$ cat src/sv/ces_pkg.sv
// Shared types and codes for the control endpoint sequencer.
package ces_pkg;

  typedef enum logic [2:0] {
    OP_SETUP     = 3'd0,
    OP_START_IN  = 3'd1,
    OP_START_OUT = 3'd2,
    OP_IN_SENT   = 3'd3,
    OP_OUT_RCVD  = 3'd4
  } op_t;

  typedef enum logic [2:0] {
    PH_IDLE       = 3'd0,
    PH_DATA_IN    = 3'd1,
    PH_LAST_IN    = 3'd2,
    PH_STATUS_OUT = 3'd3,
    PH_DATA_OUT   = 3'd4,
    PH_LAST_OUT   = 3'd5,
    PH_STATUS_IN  = 3'd6
  } phase_t;

  typedef enum logic [3:0] {
    ACT_NONE      = 4'd0,
    ACT_SETUP_OK  = 4'd1,
    ACT_SEND      = 4'd2,
    ACT_STALL     = 4'd3,
    ACT_ARM_OUT   = 4'd4,
    ACT_TAKE      = 4'd5,
    ACT_TAKE_LAST = 4'd6,
    ACT_RX_DONE   = 4'd7,
    ACT_TX_DONE   = 4'd8
  } action_t;

  // Bytes in a setup packet
  localparam logic [6:0] SETUP_BYTES = 7'd8;

  typedef struct packed {
    action_t     action;
    logic [6:0]  byte_count;
    logic [11:0] buffer_offset;
    logic [11:0] max_buffer_length;
    phase_t      phase_after;
  } result_t;

endpackage

$ cat src/sv/control_endpoint_sequencer.sv
// Endpoint-0 control transfer sequencer with a two-entry result buffer.
//
//  channel | ports                                              | dir
//  --------+----------------------------------------------------+-----
//  in      | in_valid in_ready in_op in_length in_rx_bytes      | in
//  out     | out_valid out_ready out_action out_byte_count      | out
//          | out_buffer_offset out_max_buffer_length            |
//          | out_phase_after                                    |
//
// One word is accepted per cycle while in_ready is high; its result is
// registered in the output register, or in the skid if out is stalled. The
// phase and transfer state update in the same cycle the word is accepted, so
// back-to-back words see each other's effect directly. A skid register behind
// the output register absorbs one extra result, so in_ready is a flop (low
// only while the skid holds a word). Synchronous active-low reset returns the
// phase to idle, clears the transfer state and empties both result slots.
module control_endpoint_sequencer #(
  parameter int MAX_PACKET   = 64,
  parameter int MAX_TRANSFER = 2048
) (
  input  logic        clk,
  input  logic        rst_n,
  input  logic        in_valid,
  output logic        in_ready,
  input  logic [2:0]  in_op,
  input  logic [15:0] in_length,
  input  logic [6:0]  in_rx_bytes,
  output logic        out_valid,
  input  logic        out_ready,
  output logic [3:0]  out_action,
  output logic [6:0]  out_byte_count,
  output logic [11:0] out_buffer_offset,
  output logic [11:0] out_max_buffer_length,
  output logic [2:0]  out_phase_after
);
  import ces_pkg::*;

  localparam logic [15:0] MP16    = 16'(MAX_PACKET);
  localparam logic [15:0] MP2_16  = 16'(2 * MAX_PACKET);
  localparam logic [6:0]  MP7     = 7'(MAX_PACKET);
  localparam logic [11:0] MP12    = 12'(MAX_PACKET);
  localparam logic [15:0] MT16    = 16'(MAX_TRANSFER);
  localparam logic [16:0] MT17    = 17'(MAX_TRANSFER);

  // Transfer state
  phase_t      phase_r, phase_nxt;
  logic [15:0] pend_r, pend_nxt;     // bytes left to send, or bytes taken so far
  logic [15:0] req_r, req_nxt;       // wLength of the last good setup
  logic [11:0] soff_r, soff_nxt;     // buffer offset of the next IN packet
  logic        short_r, short_nxt;   // reply shorter than request: may need a ZLP

  // Result buffer
  result_t out_r, out_nxt, skid_r, skid_nxt, res;
  logic    out_valid_r, out_valid_nxt, skid_valid_r, skid_valid_nxt;

  logic push, pop;
  op_t  op;

  assign op       = op_t'(in_op);
  assign in_ready = !skid_valid_r;
  assign push     = in_valid && in_ready;
  assign pop      = out_valid_r && out_ready;

  // Start of IN stage: clip the reply to the request and the buffer
  logic [15:0] r_req, r_clip;
  assign r_req  = (in_length > req_r) ? req_r : in_length;
  assign r_clip = (r_req > MT16) ? MT16 : r_req;

  // Send one IN packet, either fresh from a start or continuing a stage
  logic [15:0] snd_pend;
  logic [11:0] snd_soff;
  logic        snd_short, snd_more;
  assign snd_pend  = (op == OP_START_IN) ? r_clip : pend_r;
  assign snd_soff  = (op == OP_START_IN) ? 12'd0 : soff_r;
  assign snd_short = (op == OP_START_IN) ? (r_clip < req_r) : short_r;
  assign snd_more  = snd_pend > MP16;

  // Final packet of a multiple-of-packet-size short reply needs a trailing ZLP
  phase_t snd_phase;
  assign snd_phase = (snd_more || (snd_short && snd_pend == MP16)) ? PH_DATA_IN
                                                                   : PH_LAST_IN;

  // Take one OUT packet
  logic [15:0] rem;
  logic [6:0]  pkt;
  logic [16:0] take_sum;
  logic        take_ok, take_last;
  assign rem       = (req_r > pend_r) ? (req_r - pend_r) : 16'd0;
  assign pkt       = (rem < MP16) ? rem[6:0] : MP7;
  assign take_sum  = {1'b0, pend_r} + 17'(pkt);
  assign take_ok   = !(in_rx_bytes < pkt) && !(take_sum > MT17);
  // After this packet at most one more packet remains
  assign take_last = rem <= MP2_16;

  // Next state
  always_comb begin
    phase_nxt = phase_r;
    pend_nxt  = pend_r;
    req_nxt   = req_r;
    soff_nxt  = soff_r;
    short_nxt = short_r;
    if (push) begin
      case (op)
        OP_SETUP: begin
          phase_nxt = PH_IDLE;
          if (in_rx_bytes == SETUP_BYTES) begin
            req_nxt   = in_length;
            pend_nxt  = 16'd0;
            soff_nxt  = 12'd0;
            short_nxt = 1'b0;
          end
        end
        OP_START_OUT: begin
          pend_nxt  = 16'd0;
          phase_nxt = (in_length > MP16) ? PH_DATA_OUT : PH_LAST_OUT;
        end
        OP_START_IN, OP_IN_SENT: begin
          if (op == OP_START_IN || phase_r == PH_DATA_IN) begin
            phase_nxt = snd_phase;
            if (snd_more) begin
              pend_nxt  = snd_pend - MP16;
              soff_nxt  = snd_soff + MP12;
              short_nxt = snd_short;
            end else begin
              pend_nxt  = 16'd0;
              soff_nxt  = 12'd0;
              short_nxt = 1'b0;
            end
          end else if (phase_r == PH_LAST_IN) begin
            phase_nxt = PH_STATUS_OUT;
          end else begin
            phase_nxt = PH_IDLE;
          end
        end
        OP_OUT_RCVD: begin
          case (phase_r)
            PH_DATA_OUT, PH_LAST_OUT: begin
              if (take_ok) begin
                pend_nxt = take_sum[15:0];
                if (phase_r == PH_LAST_OUT) begin
                  phase_nxt = PH_STATUS_IN;
                end else begin
                  phase_nxt = take_last ? PH_LAST_OUT : PH_DATA_OUT;
                end
              end else begin
                phase_nxt = PH_IDLE;
              end
            end
            default: begin
              phase_nxt = PH_IDLE;
            end
          endcase
        end
        default: begin
        end
      endcase
    end
  end

  // Result word for the accepted event
  always_comb begin
    res                   = '0;
    res.action            = ACT_NONE;
    res.phase_after       = phase_nxt;
    case (op)
      OP_SETUP: begin
        if (in_rx_bytes == SETUP_BYTES) begin
          res.action            = ACT_SETUP_OK;
          res.max_buffer_length = (in_length < MT16) ? in_length[11:0] : MT16[11:0];
        end else begin
          res.action = ACT_STALL;
        end
      end
      OP_START_OUT: begin
        res.action = ACT_ARM_OUT;
      end
      OP_START_IN, OP_IN_SENT: begin
        if (op == OP_START_IN || phase_r == PH_DATA_IN) begin
          res.action        = ACT_SEND;
          res.buffer_offset = snd_soff;
          res.byte_count    = snd_more ? MP7 : snd_pend[6:0];
        end else if (phase_r == PH_LAST_IN) begin
          res.action = ACT_ARM_OUT;
        end else if (phase_r == PH_STATUS_IN) begin
          res.action = ACT_RX_DONE;
        end else begin
          res.action = ACT_STALL;
        end
      end
      OP_OUT_RCVD: begin
        case (phase_r)
          PH_DATA_OUT, PH_LAST_OUT: begin
            if (take_ok) begin
              res.action        = (phase_r == PH_LAST_OUT) ? ACT_TAKE_LAST : ACT_TAKE;
              res.byte_count    = pkt;
              res.buffer_offset = pend_r[11:0];
            end else begin
              res.action = ACT_STALL;
            end
          end
          PH_STATUS_OUT: begin
            res.action = ACT_TX_DONE;
          end
          default: begin
            res.action = ACT_STALL;
          end
        endcase
      end
      default: begin
      end
    endcase
  end

  // Result buffer: fill the output register first, spill into the skid
  always_comb begin
    out_nxt        = out_r;
    skid_nxt       = skid_r;
    out_valid_nxt  = out_valid_r;
    skid_valid_nxt = skid_valid_r;
    if (skid_valid_r) begin
      if (pop) begin
        out_nxt        = skid_r;
        skid_valid_nxt = 1'b0;
      end
    end else if (push) begin
      if (!out_valid_r || pop) begin
        out_nxt       = res;
        out_valid_nxt = 1'b1;
      end else begin
        skid_nxt       = res;
        skid_valid_nxt = 1'b1;
      end
    end else if (pop) begin
      out_valid_nxt = 1'b0;
    end
  end

  always_ff @(posedge clk) begin
    if (!rst_n) begin
      phase_r      <= PH_IDLE;
      pend_r       <= 16'd0;
      req_r        <= 16'd0;
      soff_r       <= 12'd0;
      short_r      <= 1'b0;
      out_valid_r  <= 1'b0;
      skid_valid_r <= 1'b0;
    end else begin
      phase_r      <= phase_nxt;
      pend_r       <= pend_nxt;
      req_r        <= req_nxt;
      soff_r       <= soff_nxt;
      short_r      <= short_nxt;
      out_valid_r  <= out_valid_nxt;
      skid_valid_r <= skid_valid_nxt;
    end
  end

  // Payload registers carry no reset
  always_ff @(posedge clk) begin
    out_r  <= out_nxt;
    skid_r <= skid_nxt;
  end

  assign out_valid             = out_valid_r;
  assign out_action            = out_r.action;
  assign out_byte_count        = out_r.byte_count;
  assign out_buffer_offset     = out_r.buffer_offset;
  assign out_max_buffer_length = out_r.max_buffer_length;
  assign out_phase_after       = out_r.phase_after;

  a_skid_behind_out: assert property (@(posedge clk) disable iff (!rst_n)
    skid_valid_r |-> out_valid_r)
    else $error("skid holds a word while the output register is empty");

  a_spill_on_stall: assert property (@(posedge clk) disable iff (!rst_n)
    (push && out_valid_r && !out_ready) |=> skid_valid_r)
    else $error("accepted word lost while the output was stalled");

  a_pend_bounded: assert property (@(posedge clk) disable iff (!rst_n)
    pend_r <= MT16)
    else $error("pending length beyond transfer buffer");

  a_count_bounded: assert property (@(posedge clk) disable iff (!rst_n)
    out_valid_r |-> (out_r.byte_count <= MP7))
    else $error("packet byte count above max packet size");

  a_stall_idles: assert property (@(posedge clk) disable iff (!rst_n)
    (out_valid_r && out_r.action == ACT_STALL) |-> (out_r.phase_after == PH_IDLE))
    else $error("stall left the endpoint out of idle");

endmodule

$ cat config.mk
export PLATFORM = sky130hd
export DESIGN_NAME = control_endpoint_sequencer
export DESIGN_NICKNAME = d
export VERILOG_FILES = /design/src/sv/ces_pkg.sv /design/src/sv/control_endpoint_sequencer.sv
export SDC_FILE = /design/constraint.sdc
export NUM_CORES = 1
export LEC_CHECK = 0
export ABC_AREA = 1
export BUFFER_PORTS_ARGS = -buffer_cell sky130_fd_sc_hd__buf_4
export CELL_PAD_IN_SITES_DETAIL_PLACEMENT = 1
export CELL_PAD_IN_SITES_GLOBAL_PLACEMENT = 2
export CORE_ASPECT_RATIO = 0.7
export CORE_MARGIN = 10
export CORE_UTILIZATION = 35
export CTS_BUF_LIST = sky130_fd_sc_hd__clkbuf_2
export DETAILED_ROUTE_END_ITERATION = 8
export HOLD_SLACK_MARGIN = 0.1
export PLACE_DENSITY = 0.78
export SLEW_MARGIN = 20
export SYNTH_ARGS = -nofsm -noshare
export SYNTH_HDL_FRONTEND = slang
export SYNTH_SLANG_ARGS = --single-unit
$ cat constraint.sdc
create_clock -name clk -period 5.77 [get_ports clk]
set_input_delay 0.577 -clock clk [delete_from_list [all_inputs] [get_ports clk]]
set_output_delay 0.577 -clock clk [all_outputs]
set_load 0.005 [all_outputs]
### Yosys cells after proc, flatten, opt, wreduce, memory -nomap -nowiden

Index checks and enable logic that the tools add are counted.
W data, S select, Z words.

* $add $sub $neg: 4
* magnitude comparators: 11
* equal/unequal tests: 18
* multiplexer cells: 58
* bitwise logic cells: 2
* reductions and logical operators: 25

Operators with widths (number)
* $mux W38: 4
* $mux W16: 9
* $mux W12: 7
* $pmux W16 S4: 1
* $mux W19: 3
* $pmux W19 S2: 1
* $gt A16 B16 Y1: 2
* $gt A16 B7 Y1 const B: 2
* $pmux W12 S2: 1
* $add A16 B7 Y17: 1
* $gt A17 B12 Y1 const B: 1
* $eq A16 B7 Y1 const B: 1
* $gt A16 B12 Y1 const B: 1
* $le A16 B8 Y1 const B: 1
* $lt A16 B12 Y1 const B: 1
* $lt A16 B16 Y1: 1
* $lt A16 B7 Y1 const B: 1
* $pmux W4 S4: 1
* $sub A16 B16 Y16: 1
* $sub A16 B7 Y16 const B: 1
* $mux W3: 5
* $mux W7: 2
* $mux W1: 13
* $add A12 B7 Y12 const B: 1
* 23 further kinds: 56

* flip-flop bits (word level): 126
* bits of input ports: 30
* output and inout port bits: 40
* word-level logic and storage cells: 135

### Longest topological paths before layout

* word-level depth: 15
* depth in mapped cells: 40
* depth with buffers taken out: 39

### Least setup slack after synthesis

No wires, ideal clock.

* path kind: register to register
* start point: reg req_r[0]
* end point: reg pend_r[0]
* library setup time: 0.115 ns
* arrival time: 4.806 ns
* required time: 5.655 ns
* slack: 0.849 ns
* stages on the path, launching flop included: 36
* path buffers: 1
* clock period less this slack: 4.921 ns
* cell sequence: dfxtp_1 inv_1 ha_1 fa_1 o21ai_1 nand2_1 nand2_1 nand2_1 nand3_1 nand2_1 inv_2 o21ai_0 o211ai_1 nor2_1 inv_1 nor2_1 nand2_1 inv_1 ha_1 fa_1 nand2_1 nand2_1 a21oi_1 o21ai_1 a21oi_1 nor3_1 xor2_1 nor4_1 nand4_1 nand2_1 nand2_1 a21oi_4 inv_2 clkbuf_2 o21ai_0 inv_1

* longest elaborated chain between the ends: 10
* elaborated cells between the ends (all ways): 25
* those cells by class: 3 x add/sub; 7 x order compare; 1 x eq/ne; 10 x mux; 4 x reduce/logical

Ends and longest elaborated chain
* from (decl): RTL line control_endpoint_sequencer.sv:48 `logic [15:0] req_r, req_nxt;`
* from (signal assigned): RTL line control_endpoint_sequencer.sv:250 `req_r <= req_nxt;`
* $sub A16 B16 Y16 or $gt A16 B16 Y1 (tied branches): RTL line control_endpoint_sequencer.sv:88 `assign rem = (req_r > pend_r) ? (req_r - pend_r) : 16'd0;`
* $mux W16: RTL line control_endpoint_sequencer.sv:88
* $lt A16 B7 Y1: RTL line control_endpoint_sequencer.sv:89 `assign pkt = (rem < MP16) ? rem[6:0] : MP7;`
* $mux W7: RTL line control_endpoint_sequencer.sv:89
* $add A16 B7 Y17: RTL line control_endpoint_sequencer.sv:90 `assign take_sum = {1'b0, pend_r} + 17'(pkt);`
* $gt A17 B12 Y1: RTL line control_endpoint_sequencer.sv:91 `assign take_ok = !(in_rx_bytes < pkt) && !(take_sum > MT17);`
* $logic_not A1 Y1: RTL line control_endpoint_sequencer.sv:91
* $logic_and A1 B1 Y1: RTL line control_endpoint_sequencer.sv:91
* $ne A2 B2 Y1 (no line)
* $reduce_and A6 Y1 (no line)
* to (signal assigned): RTL line control_endpoint_sequencer.sv:249 `pend_r <= pend_nxt;`
* to (decl): RTL line control_endpoint_sequencer.sv:47 `logic [15:0] pend_r, pend_nxt;`

Parallel ways exist; a longest one is shown, timed or not. The select of a mux whose other input is x is not followed.
A chain may end at the register's enable or synchronous reset.

### Worst setup path after layout

* start point: reg req_r[10]
* end point: reg pend_r[12]

The elaborated chain is that of the path after synthesis.

==> results.tsv <==
stage	metric	value	unit
outcome	status	finished, final reports clean	
setup_path	crit_path_end_kind	flop	
synth	synth_top_cell_area_share	0.260	
routing	drc	0	
finish	fillers	3108	
setup_path	crit_start	req_r[10]$_SDFFE_PN0P_	
finish	seqCellArea	3300	sq um
synth	ys_seq_elements	126	
pwr	p_clk_frac	0.261	
floorplan	die_h	153	um
routing	drt_first_pass_iters	5	
routing	via_count	8475	
timing	worst_pin_slew	1.05	ns
synth	synth_area_per_cell	7.30	sq um
timing	slew_viol_final	0	
pwr	power_density	237	nW/um^2
timing	slew_headroom	0.297	
setup_path	reg2regPathDepth	28	
routing	met2_length	13.3	mm
setup_path	cp_data_arrival_time	6.08	ns
pwr	p_leak	5.09	nW
synth	synth_area_leader_cell	edfxtp_1	
setup_path	cp_slowest_cell	dfxtp_1	
floorplan	start_util	0.356	
clock_network	clk_latency	0.78	ns
floorplan	rows	48	
setup_path	r2r-start	req_r[10]$_SDFFE_PN0P_	
timing	period_share	0.938	
placed_design	dp_cells	1608	
routing	viasPerCell	5.07	
pwr	power	2.54	mW
pwr	ir_worst_vdd	0.128	mV
synth	synth.top_cells.by_area	edfxtp_1, nand2_1, dfxtp_1, ha_1, inv_1	
grt	overflow	0	
clock_network	clk_pin_slew_worst_paths	0.24	ns
routing	post_drt_wl_per_cell	19.3	um
placed_design	place.gp.congestion	0.892	
setup_path	worstPathRequired	6.43	ns
clock_network	clock_path_buffers	2	
synth	synth_flop_cell	edfxtp_1	
clock_network	htree_levels	4	
timing	max_freq	185	MHz
grt	antenna_found_initial	1	
finish	multi_input_area	4920	sq um
setup_path	rr_endpoint	pend_r[12]$_SDFFE_PN0P_	
grt	grt_use_total	0.201	
grt	grt_pass1_vias	8601	
floorplan	dieWidth	209	um
timing	holdWs	0.345	ns
finish	postLayoutCellArea	10700	sq um
setup_path	critPathKind	flop to flop	
clock_network	cts_made_buffers	17	
floorplan	die-area	31900	sq um
setup_path	cp-start-kind	flop	
finish	stdcell_count	1673	
setup_path	timing.critical_path.to	pend_r[12]$_SDFFE_PN0P_	
placed_design	dp_hpwl	25.6	mm
pwr	power.switching_fraction	0.384	
placed_design	placed_area	9890	sq um
finish	syn2layout_area_growth	22.0	%
grt	grt_first_pass_wirelength	50.5	mm
synth	synth_seq_area_share	0.374	
synth	synth_area	8780	sq um
clock_network	cts_sinks	126	
run	drv_cap	0	
timing	setup_ws	0.356	ns
synth	synth_edf_count	76	
synth	ys_types	53	
floorplan	core	24700	sq um
grt	grt_max_degree	44	
synth	async_reset_ff_frac	0	
setup_path	timing.reg2reg.setup_slack	0.36	ns
hold_path	hold_path_class	primary input to flop	
pwr	p_sw	0.974	mW
setup_path	crit_fanout	27	
timing	setup_viol	0	
setup_path	crit_top_cell	inv_2	
setup_path	max_stage_delay	0.56	ns
timing	final_hold_viol_count	0	
routing	met1Wirelength	16.9	mm
finish	nets	1429	
floorplan	pin_count	70	
finish	final_layout_size_suffix_gt1_frac	0.178	
placed_design	dp_worst_setup_slack	-0.283	ns
routing	drt_iter0_drc	512	
timing	skew	0.0552	ns
timing	fin_crit	5.41	ns
placed_design	port_buffers	69	
routing	wirelength	32.3	mm
clock_network	cts_tree	yes	
synth	synthCells	1202	
pwr	internal-power	1.57	mW
routing	met3_wirelength	1.65	mm
synth	yosys_warnings	0	
routing	ant_nets	0	
clock_network	cts_root_buf	clkbuf_2	
pwr	pwr-share-comb	0.340	
pwr	share_seq_of_total_power	0.399	
routing	routed.top_layer	met4	
synthesized netlist by cell type (4+ instances only):
master	number
a211oi_1	4
a21oi_1	80
clkbuf_1	18
dfxtp_1	50
edfxtp_1	76
ha_1	63
inv_1	170
inv_2	8
nand2_1	356
nand2_2	4
nand3_1	71
nand4_1	13
nor2_1	79
nor2_2	4
nor3_1	33
nor4_1	6
o211ai_1	4
o21ai_0	52
o21ai_1	13
o22ai_1	5
o22ai_2	7
xnor2_1	9
xor2_1	21
timing repair:
action                     CTS  global route
resized for setup            9            61
setup buffers                1             9
hold buffers                22             0
hold endpoints to repair    18             0
setup endpoints to repair   69            69
pin swaps                    1            17
layout make-up:
cell class / count / share of cell area
multi-input cells: 868 / 0.459
flip-flops and latches: 126 / 0.308
repair buffers: 140 / 0.105
inverters: 181 / 0.0640
well taps: 325 / 0.0380
clock inverters: 15 / 0.0173
clock buffers: 17 / 0.00795
diodes: 1 / 0.000234
flip-flops by register name, summed over array words and instances, names as in the netlist:
signal / cells
out_phase_after: 3
req_r: 16
out_action: 4
skid_r: 38
short_r: 1
out_byte_count: 7
pend_r: 16
soff_r: 12
out_buffer_offset: 12
out_valid: 1
skid_valid_r: 1
phase_r: 3
out_max_buffer_length: 12
worst min path at each step:
stage,start,end,slack [ns],cells past startpoint
CTS,in_op[1],soff_r[0]$_SDFFE_PN0P_,0.25,4
finish,in_op[1],soff_r[0]$_SDFFE_PN0P_,0.35,4
floorplan,soff_r[2]$_SDFFE_PN0P_,soff_r[2]$_SDFFE_PN0P_,0.42,2
global placement,soff_r[2]$_SDFFE_PN0P_,soff_r[2]$_SDFFE_PN0P_,0.43,2
global route,in_op[1],soff_r[0]$_SDFFE_PN0P_,0.29,4
detailed placement,soff_r[2]$_SDFFE_PN0P_,soff_r[2]$_SDFFE_PN0P_,0.43,2
cells by family after synthesis:
logic type                 synth area share
AOI/OAI and AO/OA                     0.125
xor gates and xnor gates             0.0299
adders and majority gates            0.0943
buffers and inverters                0.0938
DFF                                   0.374
other                              0.000427
and+or+nand+nor                       0.283
through the flow:
stage / setup TNS (ns) / utilization
2_1_floorplan: 0 / -
3_3_place_gp: -0.794 / 0.400
3_5_place_dp: -12.58 / 0.401
4_1_cts: 0 / 0.422
5_1_grt: -0.918 / 0.434
6_report: 0 / 0.434
placed cells by master (no fill, tap or decap), drive strengths merged, types with 2 or more instances in the layout:
| cell type | n |
|---|---|
| nand2 | 361 |
| inv | 182 |
| buf | 118 |
| nor2 | 87 |
| a21oi | 81 |
| edfxtp | 76 |
| nand3 | 73 |
| o21ai | 68 |
| ha | 63 |
| dfxtp | 50 |
| nor3 | 35 |
| dlygate4sd3 | 22 |
| xor2 | 21 |
| clkbuf | 17 |
| nand4 | 14 |
| o22ai | 12 |
| clkinv | 10 |
| xnor2 | 9 |
| nor4 | 6 |
| a211oi | 4 |
| o211ai | 4 |
| conb | 4 |
| nand3b | 3 |
| o21bai | 3 |
| a22oi | 3 |
| bufinv | 3 |
| a21o | 2 |
| o31ai | 2 |
| a31oi | 2 |
| or2 | 2 |
| fa | 2 |
power by group through the flow:
stage / clock (mW) / combinational, mW / sequential, mW
floorplan: 0 / 0.469 / 1.03
global placement: 0 / 0.764 / 1.03
detailed placement: 0 / 0.776 / 1.03
CTS: 0.685 / 0.806 / 1.01
global route: 0.714 / 0.964 / 1.02
finish: 0.662 / 0.863 / 1.01
critical path: cells and delay by family (launching register included):
kind | cells | cell delay [ns]
AO/OA/AOI/OAI | 7 | 1.46
flip-flops | 1 | 0.56
AND/OR/NAND/NOR | 12 | 1.72
adder cells (fa/ha/maj) | 2 | 0.57
buffers and inverters | 5 | 0.59
XOR/XNOR | 2 | 0.40
per-layer routing:
metal | vias up | global-route usage
met3 | 17 | 0.0426
met2 | 163 | 0.289
met5 | - | 0
met1 | 4085 | 0.300
met4 | 0 | 0.0383
li1 | 4210 | -
Power figures use the tool's default switching activity.
